`config.mk`:
```
export PLATFORM = sky130hd
export DESIGN_NAME = cbss_ram
export DESIGN_NICKNAME = d
export VERILOG_FILES = /design/src/rtl/core/cbss_ram.sv
export SDC_FILE = /design/constraint.sdc
export NUM_CORES = 2
export LEC_CHECK = 0
export BUFFER_PORTS_ARGS = -buffer_cell sky130_fd_sc_hd__buf_2
export CAP_MARGIN = 20
export CORE_UTILIZATION = 50
export DETAILED_ROUTE_END_ITERATION = 6
export PLACE_DENSITY_LB_ADDON = 0.12
export RECOVER_POWER = 25
export SYNTH_ARGS = -nofsm -noshare
export SYNTH_HDL_FRONTEND = slang
export SYNTH_SLANG_ARGS = --single-unit
```
`constraint.sdc`:
```
create_clock -name clk -period 6.84 [get_ports clk]
set_clock_uncertainty 0.05 [all_clocks]
set_input_delay 0.342 -clock clk [delete_from_list [all_inputs] [get_ports clk]]
set_output_delay 0.342 -clock clk [all_outputs]
set_load 0.02 [all_outputs]
```
`src/rtl/core/cbss_ram.sv`:
```
// ----------------------------------------------------------------------------
// cbss_ram
// Generic simple dual-port RAM: one write port, one read port, registered
// read data.
// ----------------------------------------------------------------------------
module cbss_ram #(
  parameter int WIDTH = 32,
  parameter int DEPTH = 64
) (
  input  logic                     clk,
  input  logic                     we,
  input  logic [$clog2(DEPTH)-1:0] waddr,
  input  logic [WIDTH-1:0]         wdata,
  input  logic [$clog2(DEPTH)-1:0] raddr,
  output logic [WIDTH-1:0]         rdata
);

  logic [WIDTH-1:0] mem [DEPTH];

  // write and registered read
  always_ff @(posedge clk) begin
    if (we) begin
      mem[waddr] <= wdata;
    end
    rdata <= mem[raddr];
  end

endmodule

```
==> flow_summary.ini <==
[power_and_ir_drop]
power.internal_mw = 21.1
switching_share_pct = 21.0
pwr-share-comb_pct = 4.8
power.total_mw = 26.7
p_leak_nw = 27.7
power_per_cell_area_nw_per_um2 = 299
seqPwrFrac_pct = 53.2
p_clk_share_pct = 41.9
ir_drop_mv = 0.253
p_sw_mw = 5.60

[global_route]
grtUsageTotal_pct = 26.0
grt_pass1_wl_mm = 283
grt_max_degree = 111
antenna_found_initial = 23
grt.overflow.total = 0
grt_pass1_vias = 37300

[worst_setup_path]
worstPathArrival_ns = 3.58
path_class = in -> reg
endpoint_kind = register
cp_max_fo = 72
worstPathRequired_ns = 7.45
worst_setup_path_start_kind = input pin

[clock_network]
h-tree-depth = 4
clk_pin_slew_ns = 0.06
cts.sinks = 2080
cts-root-buf = clkbuf_16
cts_tree = done
cts_repair_resize_count = 0
insertion_delay_ns = 0.82
cts_buffers = 207
cts_max_path_buffers = 3

[layout]
drive_gt1_share_pct = 28.4
seq_area_um2 = 62100
area_growth_pct = 13.6
fin_nets = 3614
num-fill-cells = 11200
multiInputGateArea_um2 = 16000
final_common_cell = edfxtp_1
final_cell_mix = 2048 x edfxtp_1, 544 x mux4_2, 210 x clkbuf_16
instances_no_fill = 5813

[yosys]
synth_nets = 3370
synth.avg_cell_area_um2 = 23.6
synth-edff-count = 2048
syn-cell-area_um2 = 78500
ys_seq_area_share_pct = 79.1
yosys_warnings = 0
synth_flop_cell = edfxtp_1
syn_inst = 3324
yosys_register_bits = 2080
synthDistinctLibCells = 34
async_flop_share_pct = 0

[routing]
vias_per_cell = 6.35
drtIter0Drc = 4412
final_antenna_net_count = 0
wl_mm = 203
drt_first_pass_iters = 6
wl_per_cell_um = 34.9
dr_total_vias = 36900
drc_errors = 0

[sta]
tns_ns = 0
hold_viol = 0
maxSlewViolCount = 805
tightest_slew_ns = 3.23
setup_viol_count_final = 0
min_period_over_period_pct = 43.5
rsz0062_at_grt = no
fmax_mhz = 336
finalCriticalPeriod_ns = 2.97
relSlewSlack_pct = -115

[status]
outcome = complete, but fails checks
violations = capacitance limit, slew limit

[placed_design]
hpwl_mm = 105
gp_congestion = 0.758
dp_cells = 5373
numPortBuffers = 77

[floorplanning]
initial_utilization_pct = 50.3
die_h_um = 398
pin_count = 78
core_area_um2 = 156000
rows = 145
die_area_um2 = 159000
die_w_um = 398

[job]
max_cap_viol_count = 15

[hold_path]
min_path_type = in -> reg
path summary, 6_finish.rpt:
| path | depth (start not counted) | from | end | slack, ns |
|---|---|---|---|---|
| setup / recovery | 7 | raddr[0] | rdata[31]$_DFF_P_ | 3.87 |
| hold / removal | 3 | raddr[3] | rdata[4]$_DFF_P_ | 0.19 |
| setup reg to reg | 5 | mem[5][31]$_DFFE_PP_ | rdata[31]$_DFF_P_ | 4.46 |
| hold reg to reg | 4 | mem[28][4]$_DFFE_PP_ | rdata[4]$_DFF_P_ | 0.71 |
registers in the layout, summed over array words and instances, names as in the netlist:
name   cells
mem     2048
rdata     32
power by group through the flow:
stage,Clock [mW],Sequential [mW],Combinational (mW)
after floorplan,0,14.4,0.686
after CTS,11.3,14.2,1.27
after detailed placement,0,14.5,1.26
final,11.2,14.2,1.29
after global routing,11.8,14.2,1.36
after global placement,0,14.4,1.23
per-stage QoR:
stage                     utilization, %  hold slack, ns  instance area (µm²)  setup slack, ns
after floorplan                        -           0.391                78500             3.29
after global placement              52.5           0.684                81900             3.02
after detailed placement            52.5           0.683                81900             3.01
after CTS                           56.8          0.0956                88600             3.89
after global routing                57.1           0.217                89200             3.68
final                               57.2           0.194                89200             3.87
kinds of logic after synthesis:
| kind of cell | share of synthesized area, % |
|---|---|
| mux | 16.8 |
| simple gates | 1.27 |
| compound gates | 1.67 |
| buf+inv | 1.13 |
| flops | 79.1 |
synth_stat cells (12+ instances only):
library cell,count,area (µm²)
o22ai_1,84,526
edfxtp_1,2048,61500
dfxtp_1,32,641
clkbuf_1,74,278
a21oi_1,62,310
nor2_1,137,514
o221ai_1,27,236
nor2b_1,15,93.8
nand2_1,26,97.6
mux4_2,544,12300
buf_1,21,78.8
mux2i_1,93,931
buf_4,25,188
buf_2,57,285
a22oi_1,12,90.1
worst max-delay path, stage by stage:
cell,delay [ns]
buf_8,0.56
buf_12,0.53
mux4_2,0.58
o221ai_1,0.23
a21oi_1,0.16
a21oi_1,0.84
nor2_1,0.11
per-layer routing:
layer	part of all wire, %	up-vias	track usage, %	wire [µm]
li1	-	14800	-	-
met1	40	20000	36.2	80400
met2	49	1738	41.5	98900
met3	8.8	330	5.62	18000
met4	2.9	16	7.77	5790
met5	0.056	-	0	113
timing repair:
action,CTS,global route
hold endpoints to repair,0,309
hold buffers,0,20
buffers inserted,0,0
area by class of cell:
class	count	area share [%]
clock buffer	271	6.22
multi-input combinational	1062	17.9
timing repair buffer	217	2.01
tap	2058	2.89
clock inverter	117	1.28
antenna	8	0.0224
sequential	2080	69.7
Power figures use the tool's default switching activity.
