## config.mk

```make
export PLATFORM = sky130hd
export DESIGN_NAME = cbss_div
export DESIGN_NICKNAME = d
export VERILOG_FILES = /design/src/rtl/core/cbss_pkg.sv /design/src/rtl/core/cbss_div.sv
export SDC_FILE = /design/constraint.sdc
export NUM_CORES = 1
export LEC_CHECK = 0
export BUFFER_PORTS_ARGS = -buffer_cell sky130_fd_sc_hd__buf_2
export CORE_ASPECT_RATIO = 1.2
export CORE_UTILIZATION = 26
export DETAILED_ROUTE_END_ITERATION = 6
export PLACE_DENSITY = 0.51
export SYNTH_ARGS = -nofsm -noshare
export SYNTH_HDL_FRONTEND = slang
export SYNTH_SLANG_ARGS = --single-unit
```

## constraint.sdc

```tcl
create_clock -name clk -period 4.6 [get_ports clk]
set_input_delay 0 -clock clk [delete_from_list [all_inputs] [get_ports clk]]
set_output_delay 0 -clock clk [all_outputs]
set_load 0.05 [all_outputs]
```

## src/rtl/core/cbss_pkg.sv

```systemverilog
// ----------------------------------------------------------------------------
// cbss_pkg
// Shared types and constants of the cubic Bezier spline sampler: item
// layouts, command codes, divider handshake and controller states.
// ----------------------------------------------------------------------------
package cbss_pkg;

  // point layout in the coordinate store: position, incoming, outgoing handle
  localparam int WORDS_PER_POINT = 9;
  localparam int WORD_POS        = 0;
  localparam int WORD_IN         = 3;
  localparam int WORD_OUT        = 6;

  // one in Q16.16 and the chord count limits
  localparam logic [16:0] Q_ONE     = 17'h10000;
  localparam logic [8:0]  SPP_MAX   = 9'd256;
  localparam logic [8:0]  SPP_RESET = 9'd16;

  // command codes
  localparam logic [2:0] KIND_ADD      = 3'd0;
  localparam logic [2:0] KIND_REMOVE   = 3'd1;
  localparam logic [2:0] KIND_COMPUTE  = 3'd2;
  localparam logic [2:0] KIND_SAMPLE_T = 3'd3;
  localparam logic [2:0] KIND_SAMPLE_D = 3'd4;

  // shared divider widths
  localparam int DIV_NW = 48;
  localparam int DIV_DW = 32;

  typedef struct packed {
    logic        [2:0]  kind;
    logic        [5:0]  point_index;
    logic signed [31:0] param_value;
    logic signed [31:0] pos_x;
    logic signed [31:0] pos_y;
    logic signed [31:0] pos_z;
    logic signed [31:0] in_handle_x;
    logic signed [31:0] in_handle_y;
    logic signed [31:0] in_handle_z;
    logic signed [31:0] out_handle_x;
    logic signed [31:0] out_handle_y;
    logic signed [31:0] out_handle_z;
  } in_item_t;

  typedef struct packed {
    logic signed [31:0] res_x;
    logic signed [31:0] res_y;
    logic signed [31:0] res_z;
    logic        [31:0] scalar_result;
    logic               status;
  } out_item_t;

  typedef struct packed {
    logic              start;
    logic [DIV_NW-1:0] dividend;
    logic [DIV_DW-1:0] divisor;
  } div_req_t;

  typedef struct packed {
    logic              done;
    logic [DIV_NW-1:0] quotient;
    logic [DIV_DW-1:0] remainder;
  } div_rsp_t;

  typedef enum logic [4:0] {
    ST_IDLE,
    ST_ADD,
    ST_RM_RD,
    ST_RM_WR,
    ST_CMP_DIV,
    ST_EV_RD,
    ST_EV_CAP,
    ST_EV_MUL,
    ST_EV_ADD,
    ST_EV_DONE,
    ST_SQ_MUL,
    ST_SQ_ADD,
    ST_ROOT,
    ST_CHORD,
    ST_DST_RD,
    ST_DST_CHK,
    ST_DST_DIV,
    ST_DONE
  } state_t;

endpackage

```

## src/rtl/core/cbss_div.sv

```systemverilog
// ----------------------------------------------------------------------------
// cbss_div
// Shared restoring divider: one quotient bit per cycle, done pulses for one
// cycle and results hold until the next start.
// ----------------------------------------------------------------------------
module cbss_div
  import cbss_pkg::*;
(
  input  logic     clk,
  input  logic     rst_n,
  input  div_req_t req,
  output div_rsp_t rsp
);

  localparam int CNTW = $clog2(DIV_NW);

  logic              busy_r, busy_nxt;
  logic              done_r, done_nxt;
  logic [CNTW-1:0]   cnt_r, cnt_nxt;
  logic [DIV_NW-1:0] quo_r, quo_nxt;
  logic [DIV_DW:0]   rem_r, rem_nxt;
  logic [DIV_DW-1:0] dvs_r, dvs_nxt;
  logic [DIV_DW:0]   trial;
  logic              fits;

  // shift in the next dividend bit and try the subtract
  assign trial = {rem_r[DIV_DW-1:0], quo_r[DIV_NW-1]};
  assign fits  = trial >= {1'b0, dvs_r};

  always_comb begin
    busy_nxt = busy_r;
    done_nxt = 1'b0;
    cnt_nxt  = cnt_r;
    quo_nxt  = quo_r;
    rem_nxt  = rem_r;
    dvs_nxt  = dvs_r;
    if (req.start) begin
      busy_nxt = 1'b1;
      cnt_nxt  = '0;
      quo_nxt  = req.dividend;
      rem_nxt  = '0;
      dvs_nxt  = req.divisor;
    end else if (busy_r) begin
      rem_nxt = fits ? (trial - {1'b0, dvs_r}) : trial;
      quo_nxt = {quo_r[DIV_NW-2:0], fits};
      cnt_nxt = cnt_r + 1'b1;
      if (cnt_r == CNTW'(DIV_NW - 1)) begin
        busy_nxt = 1'b0;
        done_nxt = 1'b1;
      end
    end
  end

  // control state
  always_ff @(posedge clk) begin
    if (!rst_n) begin
      busy_r <= 1'b0;
      done_r <= 1'b0;
      cnt_r  <= '0;
    end else begin
      busy_r <= busy_nxt;
      done_r <= done_nxt;
      cnt_r  <= cnt_nxt;
    end
  end

  // operands
  always_ff @(posedge clk) begin
    quo_r <= quo_nxt;
    rem_r <= rem_nxt;
    dvs_r <= dvs_nxt;
  end

  assign rsp.done      = done_r;
  assign rsp.quotient  = quo_r;
  assign rsp.remainder = rem_r[DIV_DW-1:0];

endmodule

```

==> results.cfg, run 1 <==
[timing]
worstMarginPinSlew_ps = 1030
max_slew_margin_pct = 31.2
fin_tns_setup_ps = 0
fmax_mhz = 320
fin_crit_sh_pct = 68.0
rsz0062_at_grt = false
setup_viol = 0
hold_violations = 0
post-route-min-period_ps = 3130
clock_skew_ps = 10.0
finalMaxSlewViolations = 0

[detailed_routing]
first_iter_violations = 285
ant_nets = 0
via_per_inst = 4.60
num_vias = 5463
wl_per_cell_um = 15.6
drt_wl_total_mm = 18.5
dr.pass1.iters = 5
drcViolationCount = 0

[layout]
layout-drive-gt1-share_pct = 29.1
area_growth_pct = 38.3
final_nets = 967
fill_cells = 2490
diodes = 0
stdcell_area_mm2 = 0.00899

[place]
place_congestion = 0.774
place_area_mm2 = 0.00761
port_buffers = 163
dp_hpwl_mm = 13.4

[synthesis]
synth_edf_count = 80
synth-seq-area-share_pct = 49.2
synthArstFlopShare_pct = 0
synth_flop_cell = edfxtp_1
ys_warn_count = 0
syn_area_mm2 = 0.00650
ys_types = 53
ys_ff_latch = 120
synth.avg_cell_area_um2 = 10.5
syn_nets = 734
synthCells = 617

[setup_path]
crit_required_ps = 4870
cp-end-kind = flop
crit_arrival_ps = 3400
crit_path_start_kind = flop
crit_fanout = 35
critical_path_class = flop to flop

[clocking]
clockBufferDepth = 2
clk_pin_slew_worst_paths_ps = 60
cts_setup_buffers = 0
cts_tree = done
cts_buffers = 17
htreeDepth = 4
clk_latency_ps = 420
postCtsResizedCells = 0
clkSinkCount = 120
cts_root_buf = clkbuf_16

[floorplan]
num_rows = 63
start_util_pct = 26.4
die_x_um = 146
die_h_um = 175
core_mm2 = 0.0247
die_area_mm2 = 0.0257
ios = 164

[run]
drv_cap = 0

[grt]
first_global_vias = 5660
overflow = 0
grt_max_degree = 56
antenna_found_initial = 0
grtUsageTotal_pct = 15.1
grt_first_pass_wirelength_mm = 30.0

[power_and_ir_drop]
power_density_mw_per_mm2 = 375
leakage_nw = 3.91
peakVddDrop_mv = 0.231

[min_path]
min_path_type = input pin to flop

[outcome]
outcome = complete, no violations
## metrics by stage
step	instances	power, mW	hold slack [ps]	utilization (%)	worst slack [ps]
2_1_floorplan	617	1.83	98.9	-	1650
4_1_cts	1188	3.41	140	36.5	1500
3_5_place_dp	1075	2.02	178	30.8	1520
3_3_place_gp	1075	2.02	178	30.8	1520
5_1_grt	1188	3.53	147	36.5	1160
6_report	1188	3.37	139	36.5	1470
## flip-flops by register name, indices dropped and copies added (netlist names)
register and cells:
busy_r 1, dvs_r 32, done_r 1, cnt_r 6, rem_r 32, quo_r 48
## where the power goes
part           leakage (nW)  switching, mW  internal [mW]
Sequential             1.12         0.0494           1.25
Clock                 0.273          0.528          0.800
Combinational          2.52          0.475          0.269
Total                  3.91           1.05           2.32
## path summary, 6_finish.rpt
kind | from | to | slack (ps) | cells after the start
worst min register to register | cnt_r[5] | cnt_r[5] | 490 | 2
worst min-delay path | req[80] | dvs_r[28] | 140 | 1
worst max-delay path | rem_r[25] | rem_r[7] | 1470 | 11
worst max register to register | rem_r[25] | rem_r[7] | 1470 | 11
## cell type report
| type | count | area (µm²) | area share, % |
|---|---|---|---|
| sequential | 120 | 3200 | 35.6 |
| clock inverter | 14 | 148 | 1.64 |
| tap | 325 | 407 | 4.52 |
| timing repair buffer | 249 | 1670 | 18.5 |
| clock buffer | 18 | 429 | 4.77 |
| inverter | 38 | 143 | 1.59 |
| multi-input combinational | 424 | 3000 | 33.3 |
## timing repair
item | 4_1_cts | 5_1_grt
hold buffers | 81 | 0
hold endpoints to repair | 85 | 0
endpoints found under the setup margin | 0 | 0
## layer usage
layer / up-vias / wire length [µm] / global-route usage (%)
met2: 180 / 9010 / 26.0
li1: 2731 / - / -
met5: - / 0 / 0
met3: 11 / 1500 / 5.14
met1: 2541 / 7850 / 17.7
met4: 0 / 191 / 4.69
## Yosys cell counts (4+ instances only)
cell	instances	share of area [%]
mux2i_1	9	1.4
clkbuf_1	22	1.3
nand2_1	38	2.2
buf_2	6	0.46
nor4_1	4	0.38
o21bai_1	5	0.58
a21oi_1	52	4.0
nand3_1	12	0.92
ha_1	33	6.3
o21a_1	5	0.58
buf_4	4	0.46
o31ai_1	4	0.46
and3_1	4	0.38
nand2b_1	6	0.58
mux2_2	49	8.5
nand4_1	12	1.2
o21ai_0	25	1.9
a32oi_1	7	0.94
a21o_1	15	1.7
xnor2_1	12	1.6
a211oi_1	15	1.7
dfxtp_1	40	12
inv_1	38	2.2
nor2_1	54	3.1
xor2_1	16	2.2
nor2b_1	7	0.67
edfxtp_1	80	37
nor3_1	7	0.54
## worst max-delay path, cell delays in order, from the launching register on
cell      delay [ps]
dfxtp_1          360
ha_1             420
a21oi_1          350
o21ai_1          140
and2_1           210
nor3_1           180
o211ai_1         180
a211oi_4         190
buf_4            390
mux2_2           380
mux2i_1          130
nor2_1            50
## kinds of logic (layout without fill, tap and decap cells)
logic type                 Yosys count  in the layout  synth area share [%]
AOI/OAI and AO/OA                  152            152                  14.9
xor gates and xnor gates            28             28                  3.77
adders and majority gates           34             34                  6.66
buffers and inverters               73            319                  4.79
DFF                                120            120                  49.2
muxes                               58             58                  9.87
and+or+nand+nor                    152            152                  10.8
## cells in the final DEF, fill, tap and decap left out, types with 4 or more instances in the layout
cell type	n
edfxtp_1	80
and3_1	4
xnor2_1	12
buf_4	6
nand2b_1	6
nor3_1	7
clkbuf_16	17
nor4_1	4
inv_1	37
buf_2	162
a32oi_1	7
inv_6	4
nand3_1	12
a21oi_1	52
mux2i_1	9
nor2_1	54
dfxtp_1	40
dlygate4sd3_1	81
a211oi_1	15
ha_1	33
a21o_1	15
nand4_1	12
o31ai_1	4
nand2_1	38
nor2b_1	7
o21bai_1	5
o21ai_0	25
xor2_1	16
o21a_1	5
mux2_2	49
(Power assumes the default switching activity.)
==> inputs of run 2 (changes only) <==
--- a/config.mk
+++ b/config.mk
@@ -9,7 +9,7 @@
 export CORE_ASPECT_RATIO = 1.2
 export CORE_UTILIZATION = 26
 export DETAILED_ROUTE_END_ITERATION = 6
-export PLACE_DENSITY = 0.51
+export PLACE_DENSITY = 0.52
 export SYNTH_ARGS = -nofsm -noshare
 export SYNTH_HDL_FRONTEND = slang
 export SYNTH_SLANG_ARGS = --single-unit
==> constraint.sdc (replaced) <==
create_clock -name clk -period 2.8 [get_ports clk]
set_input_delay 0 -clock clk [delete_from_list [all_inputs] [get_ports clk]]
set_output_delay 0 -clock clk [all_outputs]
set_load 0.05 [all_outputs]
==> run 2 against run 1 <==
Compared with the run above: largest cell class unchanged; sequential share of layout area is 2.1 points lower; global-route usage is 0.069 points higher; maximum frequency is 17% higher; register-to-register slack worse by 1400 ps; clock power is 78% higher; clock-buffer cell count is 1 lower; combinational power is 80% higher; cell area is 6.3% higher.
==> results.cfg, run 2 (synthesis results as in run 1) <==
[outcome]
outcome = complete, no violations

[detailed_routing]
num_vias = 5679
first_iter_violations = 242
drt_wl_total_mm = 19.6
dr.pass1.iters = 4
drcViolationCount = 0
via_per_inst = 4.61
wl_per_cell_um = 15.9
ant_nets = 0

[clocking]
clk_pin_slew_worst_paths_ps = 60
cts_buffers = 17
clk_latency_ps = 420
cts_tree = done
clockBufferDepth = 2
clkSinkCount = 120
cts_root_buf = clkbuf_16
htreeDepth = 4

[layout]
final_nets = 1011
final_common_cell = buf_2
final_cell_mix = buf_2 (162), dlygate4sd3_1 (81), edfxtp_1 (80), nor2_1 (54)
fill_cells = 2466
top_regs = quo_r x48, dvs_r x32, rem_r x32
layout-drive-gt1-share_pct = 35.2
utilization_pct = 38.7
seqCellArea_mm2 = 0.00321
area_growth_pct = 46.9
diodes = 0
regMostFlops = quo_r
multi_input_area_mm2 = 0.00312
largest_register_ffs = 48

[timing]
fin_crit_sh_pct = 95.8
worstMarginPinSlew_ps = 727
post-route-min-period_ps = 2680
finalMaxSlewViolations = 0
fin_tns_setup_ps = 0
hold_violations = 0
setup_viol = 0
fmax_mhz = 373
holdWs_ps = 99.3
clock_skew_ps = 12.9
max_slew_margin_pct = 51.5

[power_and_ir_drop]
swShare_pct = 30.5
clkPwrFrac_pct = 40.5
peakVddDrop_mv = 0.375
p_int_mw = 4.07
power_frac_comb_pct = 23.0
p_sw_mw = 1.79
leakage_nw = 4.17
p_seq_share_pct = 36.5
fin_total_pwr_mw = 5.85
power_density_mw_per_mm2 = 612

[setup_path]
critical_path_class = flop to flop
cp-end-kind = flop
path_cells = inv_1 > ha_4 > a21o_1 > a311o_1 > a21oi_1 > o21a_1 > nor2_1 > a211oi_4 > buf_12 > mux2_2 > mux2i_1 > nor2_1
crit_path_start_kind = flop
endpoint = rem_r[7]
critical_path.startpoint = dvs_r[18]
crit_top_cell = nor2_1
crit_arrival_ps = 2970
r2r_end = rem_r[7]
crit_fanout = 6
r2r_slack_ps = 120
crit_required_ps = 3090
crit_path_top_delay_cell = edfxtp_1
max_stage_delay_ps = 350
r2r-start = dvs_r[18]
r2r_cells = 12

[floorplan]
die_area_mm2 = 0.0257
num_rows = 63
ios = 164
core_mm2 = 0.0247
start_util_pct = 26.4
die_h_um = 175
die_x_um = 146

[run]
drv_cap = 0

[place]
port_buffers = 163
place_congestion = 0.806
dp_hpwl_mm = 13.9

[grt]
grt_first_pass_wirelength_mm = 30.4
antenna_found_initial = 0
overflow = 0
grt_max_degree = 49
grtUsageTotal_pct = 15.2
first_global_vias = 5822

[min_path]
min_path_type = input pin to flop
hold_depth = 2
## run 2: changes by cell type in the layout (fill, tap and decap cells not counted), moves of 3 or more
| cell | change |
|---|---|
| ha_2 | +3 |
| buf_4 | +38 |
| ha_1 | -6 |
| dfxtp_1 | -3 |
| ha_4 | +3 |
| buf_6 | +3 |
| nor3_2 | +3 |
| inv_6 | -3 |
| a21oi_1 | -3 |
| nor3_1 | -3 |
| clkinv_4 | +4 |
| dfxtp_2 | +3 |
## run 2: worst min path at each step
stage / from / slack (ps) / endpoint
finish: req[80] / 100 / rem_r[7]
global route: req[80] / 140 / rem_r[7]
CTS: req[80] / 90 / rem_r[7]
detailed placement: req[21] / 180 / dvs_r[21]
global placement: req[0] / 180 / dvs_r[0]
floorplan: req[0] / 100 / dvs_r[0]
## run 2: critical path: cells and delay by family (launching register included)
family	cells	cell delay, ps
flops	1	350
compound gates	5	1170
mux	2	460
buf+inv	2	260
simple gates	2	120
fa+ha+maj	1	210
## run 2: per-layer routing
| layer | vias to the layer above | part of all wire [%] | GRT usage, % |
|---|---|---|---|
| li1 | 2812 | - | - |
| met1 | 2669 | 42 | 17.6 |
| met2 | 183 | 50 | 26.6 |
| met3 | 15 | 6.9 | 4.99 |
| met4 | 0 | 1.2 | 4.34 |
| met5 | - | 0 | 0 |
## run 2: power by group through the flow
stage                     Sequential, mW  Clock [mW]  Combinational [mW]
after floorplan                     2.49           0               0.515
after CTS                           2.14        2.42                1.30
after detailed placement            2.17           0                1.21
final                               2.14        2.37                1.34
after global placement              2.17           0                1.20
after global routing                2.16        2.49                1.44
## run 2: timing repair
item	in CTS	in global routing
endpoints found under the hold margin	81	0
hold buffers	81	0
endpoints found under the setup margin	0	21
buffers inserted	0	9
resized for setup	0	26
## run 2: layout make-up
class	count	share of cell area, %
flip-flops and latches	120	33.6
multi-input cells	424	32.6
repair buffers	293	21.5
clock buffers	17	4.45
well taps	325	4.26
clock inverters	14	2.11
inverters	38	1.49
## run 2: metrics by stage
step | setup WS [ps] | instance area, µm² | cells
floorplan | -3.94 | 6510 | 617
finish | 117 | 9560 | 1231
global route | -39.9 | 9560 | 1231
CTS | 38.5 | 9310 | 1220
global placement | 91.8 | 7870 | 1108
detailed placement | 41.2 | 7870 | 1108
==> inputs of run 3 (changes only) <==
--- a/config.mk
+++ b/config.mk
@@ -5,11 +5,13 @@
 export SDC_FILE = /design/constraint.sdc
 export NUM_CORES = 1
 export LEC_CHECK = 0
-export BUFFER_PORTS_ARGS = -buffer_cell sky130_fd_sc_hd__buf_2
+export BUFFER_PORTS_ARGS = -buffer_cell sky130_fd_sc_hd__clkbuf_2
 export CORE_ASPECT_RATIO = 1.2
 export CORE_UTILIZATION = 26
 export DETAILED_ROUTE_END_ITERATION = 6
+export MAX_ROUTING_LAYER = met4
 export PLACE_DENSITY = 0.52
+export SLEW_MARGIN = 20
 export SYNTH_ARGS = -nofsm -noshare
 export SYNTH_HDL_FRONTEND = slang
 export SYNTH_SLANG_ARGS = --single-unit
==> run 3 against run 2 <==
Compared with the run above: worst setup slack better by 48 ps; hold slack better by 180 ps; clock power down 13%; largest cell class unchanged.
==> results.cfg, run 3 (synthesis results as in run 1) <==
[outcome]
outcome = complete, no violations

[detailed_routing]
drt_wl_total_mm = 19.7
first_iter_violations = 255
dr.pass1.iters = 4
drcViolationCount = 0
ant_nets = 0
via_per_inst = 4.58
num_vias = 5655
wl_per_cell_um = 15.9

[setup_path]
critical_path.startpoint = quo_r[47]
max_stage_delay_ps = 400
crit_path_top_delay_cell = fa_1
critical_path_class = flop to flop
crit_buf_inv = 1
r2r-start = quo_r[47]
crit_path_start_kind = flop
cp.depth = 12
r2r_end = rem_r[18]
crit_required_ps = 3120
crit_family = compound AO/OA/AOI/OAI gates
cp-end-kind = flop
endpoint = rem_r[18]
crit_arrival_ps = 2960
path_cells = inv_1 > ha_2 > fa_1 > nor2b_2 > o21bai_2 > a2111oi_4 > nor3_2 > and2_1 > o21ai_1 > xnor2_1 > mux2i_1 > a211oi_1
r2r_slack_ps = 170
crit_fanout = 3
r2r_cells = 12

[clocking]
cts_tree = done
clk_latency_ps = 430
htreeDepth = 4
clkSinkCount = 120
cts_root_buf = clkbuf_16
clockBufferDepth = 2
clk_pin_slew_worst_paths_ps = 70
cts_buffers = 17

[grt]
overflow = 0
grt_max_degree = 47
grt_first_pass_wirelength_mm = 30.9
antenna_found_initial = 0
grtUsageTotal_pct = 16.1
first_global_vias = 5782

[floorplan]
die_x_um = 146
die_area_mm2 = 0.0257
start_util_pct = 26.4
ios = 164
die_h_um = 175
core_mm2 = 0.0247
num_rows = 63

[layout]
layout-drive-gt1-share_pct = 36.2
final_nets = 1014
regMostFlops = quo_r
area_growth_pct = 46.3
final_cell_mix = clkbuf_2 (162), dlygate4sd3_1 (82), edfxtp_1 (80), nor2_1 (53), mux2_2 (49)
final_common_cell = clkbuf_2
largest_register_ffs = 48
layout.cells.non_filler = 1234
diodes = 0
top_regs = quo_r x48, dvs_r x32, rem_r x32

[timing]
holdWs_ps = 280
fin_tns_setup_ps = 0
fin_crit_sh_pct = 94.1
finalMaxSlewViolations = 0
hold_violations = 0
fmax_mhz = 380
max_slew_margin_pct = 54.5
post-route-min-period_ps = 2630
worstMarginPinSlew_ps = 683
clock_skew_ps = 23.3
setup_viol = 0

[place]
dp_hpwl_mm = 14.1
place_congestion = 0.834
dpl.cell_count = 1114
port_buffers = 163

[power_and_ir_drop]
peakVddDrop_mv = 0.375
leakage_nw = 4.13
power_density_mw_per_mm2 = 584

[run]
drv_cap = 0

[min_path]
min_path_type = input pin to flop
run 3: cell count changes in the layout (fill, tap and decap cells not counted), sizes merged:
cell and change:
clkbuf +160, buf -158, inv +6, bufinv -4, clkinv -4, clkinvlp +2
dlygate4sd3 +1
run 3: final cells by class:
class | instances | area [µm²]
Clock inverter | 14 | 114
Sequential cell | 120 | 3210
Tap cell | 325 | 407
Timing Repair Buffer | 296 | 2050
Multi-Input combinational cell | 424 | 3170
Fill cell | 2420 | 15200
Inverter | 38 | 143
Clock buffer | 17 | 425
run 3: power breakdown:
group	internal (mW)	total [mW]	switching, mW	leakage [nW]
combinational	0.527	1.36	0.834	2.76
sequential	2.06	2.14	0.0841	1.12
clock	1.14	2.06	0.916	0.254
total	3.73	5.56	1.83	4.13
run 3: worst register-to-register path, stage by stage (launching register included):
cell and delay [ps]:
edfxtp_1 340, inv_1 50, ha_2 190, fa_1 400, nor2b_2 190, o21bai_2 130, a2111oi_4 330, nor3_2 100
and2_1 170, o21ai_1 160, xnor2_1 130, mux2i_1 80, a211oi_1 260
run 3: how the worst min path moves through the flow:
stage	startpoint	to	depth (start not counted)
finish	req[28]	dvs_r[28]	2
global placement	req[9]	dvs_r[9]	1
global route	req[28]	dvs_r[28]	2
CTS	req[28]	dvs_r[28]	2
detailed placement	req[9]	dvs_r[9]	1
floorplan	req[0]	dvs_r[0]	0
run 3: layer usage:
layer	GRT usage, %	wire [µm]	vias up
li1	-	-	2816
met1	18.9	8750	2652
met2	27.1	9650	170
met3	3.69	1030	17
met4	5.25	221	0
met5	-	0	-
run 3: what timing repair did:
action / in CTS / in global routing
gates resized for setup: 3 / 32
setup endpoints to repair: 7 / 32
hold endpoints to repair: 86 / 0
pin swaps: 2 / 6
hold buffers: 82 / 0
cloned: 0 / 0
buffers inserted: 2 / 5
run 3: through the flow:
step           instance area, µm²  setup WS (ps)  utilization (%)  power, mW
2_1_floorplan                6510          -3.94                -       3.01
3_3_place_gp                 7920          -28.3             32.1       3.39
3_5_place_dp                 7920          -70.2             32.1       3.39
4_1_cts                      9310           39.3             37.7       5.57
5_1_grt                      9520          -8.08             38.6       5.81
6_report                     9520            165             38.6       5.56
